<file path="src/design/ssp_rx_pkg.sv">
// ----------------------------------------------------------------------------
// Servo status packet receiver package
// Shared word types, command and status codes, and receiver phases.
// ----------------------------------------------------------------------------
package ssp_rx_pkg;

  // Command codes carried by an input word
  localparam logic [1:0] CmdByte = 2'd0;
  localparam logic [1:0] CmdTick = 2'd1;
  localparam logic [1:0] CmdArm  = 2'd2;

  // Status codes carried by a result word
  localparam logic [1:0] StOk      = 2'd0;
  localparam logic [1:0] StTimeout = 2'd1;
  localparam logic [1:0] StMalform = 2'd2;
  localparam logic [1:0] StBadSum  = 2'd3;

  // Frame constants
  localparam logic [7:0] HdrByte = 8'hFF;
  localparam logic [7:0] FailErr = 8'h80;

  // Register map
  localparam logic [1:0] RegTimeoutAddr = 2'd0;
  localparam logic [15:0] TimeoutReset  = 16'd100;

  typedef enum logic [2:0] {
    PhIdle = 3'd0,
    PhHdr1 = 3'd1,
    PhHdr2 = 3'd2,
    PhId   = 3'd3,
    PhLen  = 3'd4,
    PhErr  = 3'd5,
    PhPar  = 3'd6,
    PhSum  = 3'd7
  } phase_e;

  typedef struct packed {
    logic [1:0] cmd;
    logic [7:0] rx_byte;
  } in_word_t;

  typedef struct packed {
    logic [1:0]  status;
    logic [7:0]  servo_id;
    logic [7:0]  error_byte;
    logic [7:0]  param_count;
    logic [15:0] read_value;
  } out_word_t;

endpackage

</file>
<file path="src/design/servo_status_packet_receiver_core.sv">
// ----------------------------------------------------------------------------
// Servo status packet receiver core
// Parses one status reply frame per arm command and reports ok, timeout,
// malformed frame or checksum mismatch with id, error, count and value.
// ----------------------------------------------------------------------------
//  channel  | direction | signals
//  ---------+-----------+------------------------------------------------
//  in       | sink      | in_valid_i, in_ready_o, in_word_i
//  out      | source    | out_valid_o, out_ready_i, out_word_o
//  cfg      | APB slave | psel_i, penable_i, pwrite_i, paddr_i, pwdata_i,
//           |           | prdata_o, pready_o
//
//  One word is taken per cycle while in_ready_o is high; its result goes
//  to the output register, or to the skid register if that is full. The
//  skid keeps in_ready_o high while one result waits; it drops only when
//  both hold words. Reset brings the receiver to idle, not armed, with
//  timeout_ticks at 100. Configuration writes take effect the next cycle.
// ----------------------------------------------------------------------------
module servo_status_packet_receiver_core (
  input  logic                  clk_i,
  input  logic                  rst_ni,
  // input words
  input  logic                  in_valid_i,
  output logic                  in_ready_o,
  input  ssp_rx_pkg::in_word_t  in_word_i,
  // result words
  output logic                  out_valid_o,
  input  logic                  out_ready_i,
  output ssp_rx_pkg::out_word_t out_word_o,
  // configuration
  input  logic                  psel_i,
  input  logic                  penable_i,
  input  logic                  pwrite_i,
  input  logic [1:0]            paddr_i,
  input  logic [31:0]           pwdata_i,
  output logic [31:0]           prdata_o,
  output logic                  pready_o
);
  import ssp_rx_pkg::*;

  // configuration
  logic [15:0] timeout_q;
  logic        cfg_wr;

  // frame state
  phase_e      phase_q, phase_d;
  logic [15:0] tick_q, tick_d;
  logic [7:0]  got_id_q, got_id_d;
  logic [7:0]  len_q, len_d;
  logic [7:0]  got_err_q, got_err_d;
  logic [7:0]  params_q, params_d;
  logic [7:0]  sum_q, sum_d;
  logic [15:0] value_q, value_d;

  // handshake and result path
  logic        accept;
  logic        pop;
  logic        res_valid;
  out_word_t   res_word;
  logic        out_valid_q;
  out_word_t   out_q;
  logic        skid_valid_q;
  out_word_t   skid_q;

  // helpers
  logic [15:0] tick_inc;
  logic [7:0]  params_inc;
  logic [7:0]  sum_add;
  logic        live;

  // APB register access
  assign pready_o = 1'b1;
  assign cfg_wr   = psel_i && penable_i && pwrite_i && (paddr_i == RegTimeoutAddr);
  assign prdata_o = (paddr_i == RegTimeoutAddr) ? {16'd0, timeout_q} : 32'd0;

  always_ff @(posedge clk_i or negedge rst_ni) begin
    if (!rst_ni) begin
      timeout_q <= TimeoutReset;
    end else if (cfg_wr) begin
      timeout_q <= pwdata_i[15:0];
    end
  end

  // Handshake
  assign in_ready_o = !skid_valid_q;
  assign accept     = in_valid_i && in_ready_o;
  assign pop        = out_valid_q && out_ready_i;

  // Shared arithmetic
  assign tick_inc   = (tick_q == 16'hFFFF) ? tick_q : tick_q + 16'd1;
  assign params_inc = params_q + 8'd1;
  assign sum_add    = sum_q + in_word_i.rx_byte;
  assign live       = accept && (phase_q != PhIdle) &&
                      (in_word_i.cmd == CmdByte || in_word_i.cmd == CmdTick);

  // Result decision for the accepted word
  always_comb begin
    res_valid            = 1'b0;
    res_word.status      = StTimeout;
    res_word.servo_id    = got_id_q;
    res_word.error_byte  = FailErr;
    res_word.param_count = params_q;
    res_word.read_value  = value_q;
    if (live) begin
      if (in_word_i.cmd == CmdTick) begin
        res_valid = (tick_inc >= timeout_q);
      end else begin
        unique case (phase_q)
          PhHdr1, PhHdr2: begin
            res_valid       = (in_word_i.rx_byte != HdrByte);
            res_word.status = StMalform;
          end
          PhLen: begin
            res_valid       = (in_word_i.rx_byte < 8'd2);
            res_word.status = StMalform;
          end
          PhSum: begin
            res_valid           = 1'b1;
            res_word.status     = (in_word_i.rx_byte == ~sum_q) ? StOk : StBadSum;
            res_word.error_byte = got_err_q;
          end
          default: begin
            res_valid = 1'b0;
          end
        endcase
      end
    end
  end

  // Next phase and frame fields
  always_comb begin
    phase_d   = phase_q;
    tick_d    = tick_q;
    got_id_d  = got_id_q;
    len_d     = len_q;
    got_err_d = got_err_q;
    params_d  = params_q;
    sum_d     = sum_q;
    value_d   = value_q;
    if (accept && in_word_i.cmd == CmdArm) begin
      // restart the wait, drop any partial frame
      phase_d   = PhHdr1;
      tick_d    = 16'd0;
      got_id_d  = 8'd0;
      len_d     = 8'd0;
      got_err_d = 8'd0;
      params_d  = 8'd0;
      sum_d     = 8'd0;
      value_d   = 16'd0;
    end else if (live && in_word_i.cmd == CmdTick) begin
      tick_d = tick_inc;
    end else if (live) begin
      unique case (phase_q)
        PhHdr1: phase_d = PhHdr2;
        PhHdr2: phase_d = PhId;
        PhId: begin
          got_id_d = in_word_i.rx_byte;
          sum_d    = in_word_i.rx_byte;
          phase_d  = PhLen;
        end
        PhLen: begin
          len_d   = in_word_i.rx_byte;
          sum_d   = sum_add;
          phase_d = PhErr;
        end
        PhErr: begin
          got_err_d = in_word_i.rx_byte;
          sum_d     = sum_add;
          tick_d    = 16'd0;
          phase_d   = (len_q == 8'd2) ? PhSum : PhPar;
        end
        PhPar: begin
          sum_d = sum_add;
          if (params_q == 8'd0) begin
            value_d = {8'd0, in_word_i.rx_byte};
          end else if (params_q == 8'd1) begin
            value_d = {in_word_i.rx_byte, value_q[7:0]};
          end
          params_d = params_inc;
          if (({1'b0, params_inc} + 9'd2) >= {1'b0, len_q}) begin
            phase_d = PhSum;
          end
        end
        default: phase_d = phase_q;
      endcase
    end
    // a result closes the wait
    if (res_valid) begin
      phase_d = PhIdle;
    end
  end

  always_ff @(posedge clk_i or negedge rst_ni) begin
    if (!rst_ni) begin
      phase_q   <= PhIdle;
      tick_q    <= 16'd0;
      got_id_q  <= 8'd0;
      len_q     <= 8'd0;
      got_err_q <= 8'd0;
      params_q  <= 8'd0;
      sum_q     <= 8'd0;
      value_q   <= 16'd0;
    end else begin
      phase_q   <= phase_d;
      tick_q    <= tick_d;
      got_id_q  <= got_id_d;
      len_q     <= len_d;
      got_err_q <= got_err_d;
      params_q  <= params_d;
      sum_q     <= sum_d;
      value_q   <= value_d;
    end
  end

  // Output register and skid: valid flags
  always_ff @(posedge clk_i or negedge rst_ni) begin
    if (!rst_ni) begin
      out_valid_q  <= 1'b0;
      skid_valid_q <= 1'b0;
    end else if (skid_valid_q) begin
      if (pop) begin
        skid_valid_q <= 1'b0;
      end
    end else if (res_valid && out_valid_q && !pop) begin
      skid_valid_q <= 1'b1;
    end else if (res_valid) begin
      out_valid_q <= 1'b1;
    end else if (pop) begin
      out_valid_q <= 1'b0;
    end
  end

  // Output register and skid: payload
  always_ff @(posedge clk_i) begin
    if (skid_valid_q) begin
      if (pop) begin
        out_q <= skid_q;
      end
    end else if (res_valid && out_valid_q && !pop) begin
      skid_q <= res_word;
    end else if (res_valid) begin
      out_q <= res_word;
    end
  end

  assign out_valid_o = out_valid_q;
  assign out_word_o  = out_q;

`ifndef SYNTHESIS
  // A waiting skid word implies a word on the output
  a_skid_behind_out: assert property (@(posedge clk_i) disable iff (!rst_ni)
    skid_valid_q |-> out_valid_q)
    else $error("skid word held without output word");

  // No result while not armed
  a_idle_silent: assert property (@(posedge clk_i) disable iff (!rst_ni)
    (phase_q == PhIdle && in_word_i.cmd != CmdArm) |-> !res_valid)
    else $error("result produced while idle");

  // A result ends the wait
  a_result_closes: assert property (@(posedge clk_i) disable iff (!rst_ni)
    res_valid |=> (phase_q == PhIdle))
    else $error("wait not closed after result");

  // A result is never dropped: it lands in the output or skid register
  a_result_held: assert property (@(posedge clk_i) disable iff (!rst_ni)
    res_valid |=> out_valid_q)
    else $error("result lost");
`endif

endmodule

</file>
<file path="config.mk">
export PLATFORM = sky130hd
export DESIGN_NAME = servo_status_packet_receiver_core
export DESIGN_NICKNAME = d
export VERILOG_FILES = /design/src/design/ssp_rx_pkg.sv /design/src/design/servo_status_packet_receiver_core.sv
export SDC_FILE = /design/constraint.sdc
export NUM_CORES = 1
export LEC_CHECK = 0
export BUFFER_PORTS_ARGS = -buffer_cell sky130_fd_sc_hd__buf_2
export CELL_PAD_IN_SITES_DETAIL_PLACEMENT = 1
export CELL_PAD_IN_SITES_GLOBAL_PLACEMENT = 2
export CORE_AREA = 2 2 154 156
export CTS_CLUSTER_SIZE = 28
export DETAILED_ROUTE_END_ITERATION = 10
export DIE_AREA = 0 0 156 158
export PLACE_DENSITY = 0.91
export SYNTH_ARGS = -nofsm -noshare
export SYNTH_HDL_FRONTEND = slang
export SYNTH_SLANG_ARGS = --single-unit
</file>
<file path="constraint.sdc">
create_clock -name clk_i -period 12.02 [get_ports clk_i]
set_clock_uncertainty 0.2 [all_clocks]
set_input_delay 1.803 -clock clk_i [delete_from_list [all_inputs] [get_ports clk_i]]
set_output_delay 1.803 -clock clk_i [all_outputs]
set_load 0.01 [all_outputs]
</file>
# Word-level counts from Yosys, hierarchy flattened
# Cells that the tools add are included.
# word_totals
regBits,177
input_bits,51
# classes
eq_ne,19
reduce_logical,47
n_lt_le_gt_ge,3
mux,58
n_bitwise,3
n_addsub,4
# ops
op,n
$mux 16,12
$mux 8,22
$mux 42,4
$reduce_and 3->1,7
$pmux 3 s6,1
$reduce_bool 3->1,6
$add 16x1->16 const B,1
$eq 16x16->1 const B,1
$ge 16x16->1,1
$pmux 8 s2,1
$reduce_bool 2->1,8
$mux 3,5
$eq 3x3->1 const B,4
$reduce_and 4->1,3
$logic_and 1x1->1,11
$add 8x2->9 const B,1
$ge 9x8->1,1
$add 8x1->8 const B,1
$add 8x8->8,1
$eq 8x1->1 const B,1
$eq 8x2->1 const B,1
$eq 8x8->1,1
$logic_not 8->1,1
$lt 8x2->1 const B,1
21 further kinds,38

# Logic depth before layout (Yosys ltp)
# Gate-level depths: netlist of the first run.
# logic_depth
depth_word,9
mapped_depth,13

# Worst setup path before layout of the first run
# Ideal clock, no wire load.
# synth_path
path_type,input port to flip-flop
start,input in_word_i[7] (netlist name)
end,"register out_q, in the netlist out_word_o[0] (enable)"
required_ns,11.314
arrival_time_ns,5.874
cell_stages,7
setup_slack_ns,5.440
cell_sequence,buf_2 > nor4_1 > nand2_1 > o41ai_1 > a221o_1 > o311ai_1 > a21boi_0
# synth_between
elab_chain_cells,8
word_cells_on_any_way,10
classes_between,1 x order compare; 2 x eq/ne; 3 x mux; 4 x reduce/logical
# synth_lines
element,line,rtl
from (decl),servo_status_packet_receiver_core.sv:25,"input ssp_rx_pkg::in_word_t in_word_i,"
$lt 8x2->1 or $ne 8x8->1 (tied branches),"servo_status_packet_receiver_core.sv:114, servo_status_packet_receiver_core.sv:110",
$pmux 1 s3 *,servo_status_packet_receiver_core.sv:108,unique case (phase_q)
$mux 1 *,servo_status_packet_receiver_core.sv:105,if (in_word_i.cmd == CmdTick) begin
$mux 1 *,servo_status_packet_receiver_core.sv:104,if (live) begin
$logic_and 1x1->1 (2 in a row),servo_status_packet_receiver_core.sv:239,end else if (res_valid && out_valid_q && !pop) begin
$ne 2x2->1 (no source line),n/a,
$reduce_and 3->1 (no source line) *,n/a,
to (signal assigned),servo_status_packet_receiver_core.sv:237,out_q <= skid_q;
to (signal assigned),servo_status_packet_receiver_core.sv:242,out_q <= res_word;
to (decl),servo_status_packet_receiver_core.sv:61,out_word_t out_q;
# Mark *: on every way between the ends. The rest lies on a longest branch, timed or not.
# A chain may end at the register's enable or synchronous reset.

# Worst setup path in the final report of the first run
# layout_path
start,register tick_q[0]
end,"register out_q, in the netlist out_word_o[3] (enable)"
# layout_between
elab_chain_cells,9
word_cells_on_any_way,11
classes_between,1 x add/sub; 1 x order compare; 2 x eq/ne; 3 x mux; 4 x reduce/logical
# layout_lines
element,line,rtl
from (decl),servo_status_packet_receiver_core.sv:47,"logic [15:0] tick_q, tick_d;"
from (signal assigned),servo_status_packet_receiver_core.sv:205,tick_q <= tick_d;
$add 16x1->16 or $eq 16x16->1 (tied branches),servo_status_packet_receiver_core.sv:90,assign tick_inc = (tick_q == 16'hFFFF) ? tick_q : tick_q + 16'd1;
$mux 16 *,servo_status_packet_receiver_core.sv:90,
$ge 16x16->1 *,servo_status_packet_receiver_core.sv:106,res_valid = (tick_inc >= timeout_q);
$mux 1 *,servo_status_packet_receiver_core.sv:105,
$mux 1 *,servo_status_packet_receiver_core.sv:104,
$logic_and 1x1->1 (2 in a row),servo_status_packet_receiver_core.sv:239,
$ne 2x2->1 (no source line),n/a,
$reduce_and 3->1 (no source line) *,n/a,
# Marked as above.

==> key figures, run 1 <==
Run status
  • Outcome: completed

Die
  • Number of I/O pins: 128
  • Core box area: 23050 um^2
  • Starting Density: 39.07%
  • Die area: 24650 um^2
  • # rows: 56
  • Die H: 158 um
  • Die width: 156 um

Pwr
  • Psw: 0.0005591 W
  • Clock share of power: 33.7%
  • Pwr Density: 168.1 nW/um^2
  • Internal power: 0.001164 W
  • Peak supply drop: 0.00007354 V
  • Leak: 4.446 nW
  • Sequential group share of total power: 45.4%
  • Net Sw Frac: 32.44%
  • Logic pwr share: 20.9%

Cells and area
  • # diodes: 0
  • Layout cells sized above 1: 20.80%
  • Final net count: 1003
  • Finished Layout Cells: 1218
  • Layout Area Growth over Synthesis: 13.86%

Setup path
  • Max FO, Critical Path: 42
  • Cell depth of the worst setup path: 15
  • Worst EP arrival: 4410 ps
  • WS Path Type: reg -> reg
  • R2R Path Start: tick_q[0]
  • R2r setup slk: 7490 ps
  • CP cell instances: ha_1 -> nand4_1 -> nor4_4 -> nor2_2 -> nand3_1 -> xnor2_1 -> ha_1 -> nand4_1 -> nor2_1 -> nor2_1 -> a311oi_1 -> o311ai_1 -> buf_4 -> a21boi_4 -> buf_4
  • Top delay family on crit path: simple AND/OR/NAND/NOR gates
  • Worst-case reg-to-reg path depth: 15
  • Worst Path Buf+Inv: 2
  • CP max stage cell: nor4_4
  • Largest stage delay, worst path: 650 ps
  • CP endpoint kind: flip-flop
  • Worst Setup EP: out_word_o[3]
  • Beginning of the critical path: tick_q[0]
  • Reg2Reg Capture Point: out_word_o[3]
  • Required time of the worst setup path: 11890 ps
  • Startpoint Class: flip-flop

Job
  • Max Cap Violations: 0

Drt
  • Vias/cell: 5.305
  • Highest routed layer: met4
  • Antenna viol nets, final: 0
  • Met3 routed WL: 662 um
  • Pre-antenna DRT Iters: 4
  • M1 WL: 9873 um
  • Drt drc: 0
  • Routed wl met2: 10800 um
  • Iter 0 DRT Violations: 345
  • Average wire per standard cell: 17.84 um
  • Drt total wl: 21730 um
  • Vias post-DR: 6461

CTS
  • Total setup buffers inserted after CTS: 0
  • CTS buffer count: 17
  • CTS H-tree lvls: 4
  • CTS sink count: 177
  • Worst-path clk slew: 80 ps
  • CTS tree: done
  • Worst skew pair latency: 440 ps
  • Clk buf depth: 2
  • Post-CTS resize count: 0
  • CTS Root Buffer Type: clkbuf_16
  • Hold buffers post-CTS: 0

Placed design
  • Pre-CTS setup slack: 7533 ps
  • Post-DP HPWL: 14970 um
  • Placed Cells: 1186
  • Final GP Congestion: 0.7929
  • Port-buffer cells: 94

Synthesis
  • Synth area leaders: edfxtp_1, dfrtp_1, ha_1, mux2_2, o21ai_0
  • Top-count cell post-synth: dfrtp_1
  • Flops & latches, synth: 177
  • Post-synth ARST share: 52.54%
  • Avg Inst Size Synth: 10.68 um^2
  • Area fraction of the dominant cell type after synthesis: 28.01%
  • Post-synthesis cell count: 843
  • Top cells by count, synth: dfrtp_1, edfxtp_1, nand2_1
  • Primary FF master, synth: dfrtp_1
  • Post-synth EDFFs: 84
  • Seq/Total Area, Yosys: 53.89%
  • Syn. warnings: 0
  • Synth Cell Area: 9006 um^2
  • Area leader, netlist: edfxtp_1
  • Synth cell types: 73

STA
  • Final hold vios: 0
  • Worst Hold Slack: 271.9 ps
  • RSZ-0062 raised after global routing: no
  • Slew @ Worst Pin: 1250 ps
  • Final setup TNS: 0 ps
  • Final period util: 37.71%
  • Slew headroom: 16.68%
  • Fmax: 220.6 MHz
  • Final min period: 4532 ps
  • Final setup viols: 0
  • Slew Limit Fails: 0
  • Worst setup margin: 7488 ps

Global route
  • Antenna violations before repair: 0
  • Vias in the first global route: 6911
  • Largest net degree at the start of global routing: 56
  • First-pass GRT wire length: 36210 um
  • Congestion Overflow GR: 0
  • GRT Total Usage: 18.63%

Min path
  • HP Start: value_q[10]
  • Hold Path Cell Cnt: 0
  • HP Class: reg -> reg
layout by cell type (no fill, tap or decap), types with 3 or more instances in the layout:
cell	instances
clkbuf_16	17
nand2b_1	3
clkinv_8	6
o21a_1	5
inv_1	36
xnor2_1	18
xor2_1	10
ha_1	36
nand2_1	78
nor4_1	4
and3_1	4
dfrtp_1	89
buf_2	93
nand3_1	26
or3_1	3
buf_4	8
a22o_1	3
inv_6	3
edfxtp_1	84
and2_1	11
nand4_1	11
mux2_2	38
a31oi_1	4
o31ai_1	9
a21oi_1	39
dfstp_2	3
nor3_1	29
nor2_1	76
o21ai_0	77
a21o_1	13
nor3b_1	4
conb_1	17
mux2i_1	11
inv_8	4
nor2b_1	3
nand3b_1	3
worst min path at each step:
stage	to	slack [ps]
2_1_floorplan	skid_q[19]	220
3_3_place_gp	skid_q[5]	250
3_5_place_dp	skid_q[13]	260
4_1_cts	skid_q[10]	280
5_1_grt	skid_q[12]	290
6_report	skid_q[10]	270
per-stage QoR:
stage,utilization [%],instance area (um^2),total power [W]
floorplan,-,9062,0.001042
global placement,41.77,9628,0.001137
detailed placement,41.77,9628,0.001157
CTS,44.49,10250,0.001741
global route,44.49,10250,0.001817
finish,44.49,10250,0.001723
layout make-up:
class                   count  area, um^2
clock inverters            15       201.4
clock buffers              17       425.4
multi-input cells         582        3750
fillers                  2552       12800
flip-flops and latches    177        4855
repair buffers            101       525.5
inverters                  36       135.1
well taps                 290       362.8
layer usage:
metal	global-route usage (%)	vias up
li1	-	3110
met4	6.422	0
met1	23.11	3188
met5	0	-
met2	33.08	131
met3	2.984	32
cell families (layout without fill, tap and decap cells):
logic type | after synthesis | count (layout) | share of synthesized area (%)
and+or+nand+nor | 274 | 274 | 14.99
xor gates and xnor gates | 28 | 28 | 2.723
buffers and inverters | 99 | 169 | 5.307
muxes | 49 | 49 | 5.974
other | 2 | 17 | 0.08339
AOI/OAI and AO/OA | 176 | 176 | 11.70
adders and majority gates | 38 | 38 | 5.335
DFF | 177 | 177 | 53.89
registers in the layout (all words and copies together), names as in the netlist:
signal	cells
got_err_q	8
got_id_q	8
len_q	8
out_valid_o	1
out_word_o	42
params_q	8
phase_q	3
skid_q	42
skid_valid_q	1
sum_q	8
tick_q	16
timeout_q	16
value_q	16
power groups by stage:
stage	clock (W)	combinational, W	sequential [W]
6_report	0.000580	0.000360	0.000783
3_3_place_gp	0	0.000347	0.000790
4_1_cts	0.000589	0.000368	0.000784
5_1_grt	0.000615	0.000407	0.000795
2_1_floorplan	0	0.000254	0.000788
3_5_place_dp	0	0.000362	0.000796
Note: power is estimated with default switching activity, not from simulation.
==> run 2, diff against run 1 <==
- CORE_AREA: 2 2 154 156 -> 2 2 160 162
- DIE_AREA: 0 0 156 158 -> 0 0 162 164
- PLACE_DENSITY: 0.91 -> 0.86
- clock period: 12.02 -> 4.7 ns (I/O delays scaled with it)
==> run 2 against run 1 <==
Fmax increased by 15%. Global-route usage decreased by 1.8 points. First-iteration DRC count increased by 2.3%. Die area increased by 7.8%. Register-to-register slack got worse by 6700 ps. Combinational power increased to 2.6 times the previous value. Flip-flop and latch count unchanged. Worst hold slack got worse by 130 ps. Largest cell class unchanged.
==> key figures, run 2 (synthesized netlist as in run 1, its figures left out) <==
Cells and area
  • Most common cell after layout, fill and taps aside: buf_2
  • # diodes: 0
  • Layout Area Growth over Synthesis: 15.11%
  • Fill cell count: 2784
  • Finished Layout Cells: 1261
  • Final net count: 1006
  • Most frequent cells in the layout: buf_2, dfrtp_1, edfxtp_1
  • Layout cells sized above 1: 21.05%

Die
  • # rows: 58
  • Number of I/O pins: 128
  • Die area: 26570 um^2
  • Die width: 162 um
  • Starting Density: 36.29%
  • Die H: 164 um
  • Core box area: 24820 um^2

CTS
  • Hold buffers post-CTS: 0
  • CTS Root Buffer Type: clkbuf_16
  • CTS buffer count: 17
  • Clk buf depth: 2
  • CTS tree: done
  • CTS H-tree lvls: 4
  • CTS sink count: 177
  • Total setup buffers inserted after CTS: 0
  • Post-CTS resize count: 0
  • Worst-path clk slew: 80 ps
  • Worst skew pair latency: 440 ps

STA
  • Final setup TNS: 0 ps
  • RSZ-0062 raised after global routing: no
  • Final min period: 3950 ps
  • Slew Limit Fails: 0
  • Slew @ Worst Pin: 1229 ps
  • Final period util: 84.03%
  • Final hold vios: 0
  • Final setup viols: 0
  • Worst setup margin: 750.5 ps
  • Slew headroom: 17.71%
  • Fmax: 253.2 MHz

Drt
  • Vias post-DR: 6421
  • Drt total wl: 21400 um
  • Met3 routed WL: 654 um
  • Routed wl met2: 10530 um
  • Drt drc: 0
  • Pre-antenna DRT Iters: 5
  • Average wire per standard cell: 16.97 um
  • M1 WL: 10050 um
  • Antenna viol nets, final: 0
  • Vias/cell: 5.092
  • Highest routed layer: met4
  • Iter 0 DRT Violations: 353

Setup path
  • R2R Path Start: tick_q[0]
  • Worst EP arrival: 3870 ps
  • Largest stage delay, worst path: 460 ps
  • Max FO, Critical Path: 42
  • CP endpoint kind: flip-flop
  • Worst-case reg-to-reg path depth: 14
  • Reg2Reg Capture Point: out_word_o[4]
  • Required time of the worst setup path: 4620 ps
  • R2r setup slk: 750 ps
  • CP cell instances: ha_1 -> nand4_1 -> nor4_4 -> nor3_1 -> xor2_1 -> ha_1 -> a21oi_1 -> nor2b_1 -> o21ai_0 -> a311oi_1 -> o311ai_1 -> buf_4 -> a21boi_4 -> buf_12
  • Most used cell, CP: ha_1
  • Startpoint Class: flip-flop
  • WS Path Type: reg -> reg
  • CP max stage cell: dfrtp_1

Pwr
  • Leak: 4.470 nW
  • Internal power: 0.002992 W
  • Sequential group share of total power: 45.1%
  • Clock share of power: 34.0%
  • Tot Pwr: 0.004428 W
  • Pwr Density: 427.1 nW/um^2
  • Logic pwr share: 20.9%
  • Psw: 0.001435 W
  • Peak supply drop: 0.0001761 V
  • Net Sw Frac: 32.42%

Global route
  • GRT Total Usage: 16.79%
  • Antenna violations before repair: 0
  • Congestion Overflow GR: 0
  • Largest net degree at the start of global routing: 59
  • Vias in the first global route: 6657
  • First-pass GRT wire length: 35270 um

Run status
  • Outcome: completed

Min path
  • HP Class: in -> async

Placed design
  • Pre-CTS setup slack: 726.6 ps
  • Placed Cells: 1229
  • Port-buffer cells: 94
  • Final GP Congestion: 0.7978
  • Post-DP HPWL: 14780 um

Job
  • Max Cap Violations: 0
run 2: changes by cell type in the layout (fill, tap and decap cells not counted):
cell,delta
inv_8,-3
inv_12,+2
clkinv_8,+1
buf_4,+1
buf_12,+2
run 2: how the worst max path moves through the flow:
stage | from | end | depth (start not counted)
after floorplan | tick_q[0] | out_word_o[0] | 12
after global placement | tick_q[0] | out_word_o[4] | 14
after detailed placement | tick_q[0] | out_word_o[4] | 14
after CTS | tick_q[0] | out_word_o[20] | 14
after global routing | tick_q[0] | out_word_o[17] | 14
final | tick_q[0] | out_word_o[4] | 14
run 2: cell type report:
class                      instances  area (um^2)  share of cell area, %
clock buffer                      17        425.4                  4.103
clock inverter                    15        216.5                  2.088
inverter                          36        135.1                  1.303
multi-input combinational        582         3750                  36.17
sequential                       177         4855                  46.83
tap                              330        412.9                  3.983
timing repair buffer             104        573.1                  5.527
run 2: metal layers:
metal,vias to the layer above,global-route usage (%)
met5,-,0
met4,0,4.385
met3,12,2.677
met2,105,28.67
met1,3189,22.33
li1,3115,-
run 2: worst max-delay path: cells and delay by family (launching register included):
kind,cells,cell delay (ps)
buf+inv,2,450
simple gates,4,850
compound gates,5,860
fa+ha+maj,2,580
xor+xnor,1,170
flops,1,460
run 2: through the flow:
step           instance area (um^2)  hold slack [ps]  util, %
2_1_floorplan                  9069            209.4        -
3_3_place_gp                   9726            252.8    39.19
3_5_place_dp                   9726            262.8    39.19
4_1_cts                       10370            175.1    41.77
5_1_grt                       10370            188.6    41.77
6_report                      10370            142.9    41.77
run 2: power groups by stage:
stage | combinational (W) | sequential (W) | clock [W]
2_1_floorplan | 0.000652 | 0.00201 | 0
3_3_place_gp | 0.000904 | 0.00202 | 0
3_5_place_dp | 0.000934 | 0.00203 | 0
4_1_cts | 0.000947 | 0.00200 | 0.00154
5_1_grt | 0.00105 | 0.00202 | 0.00159
6_report | 0.000925 | 0.00200 | 0.00150
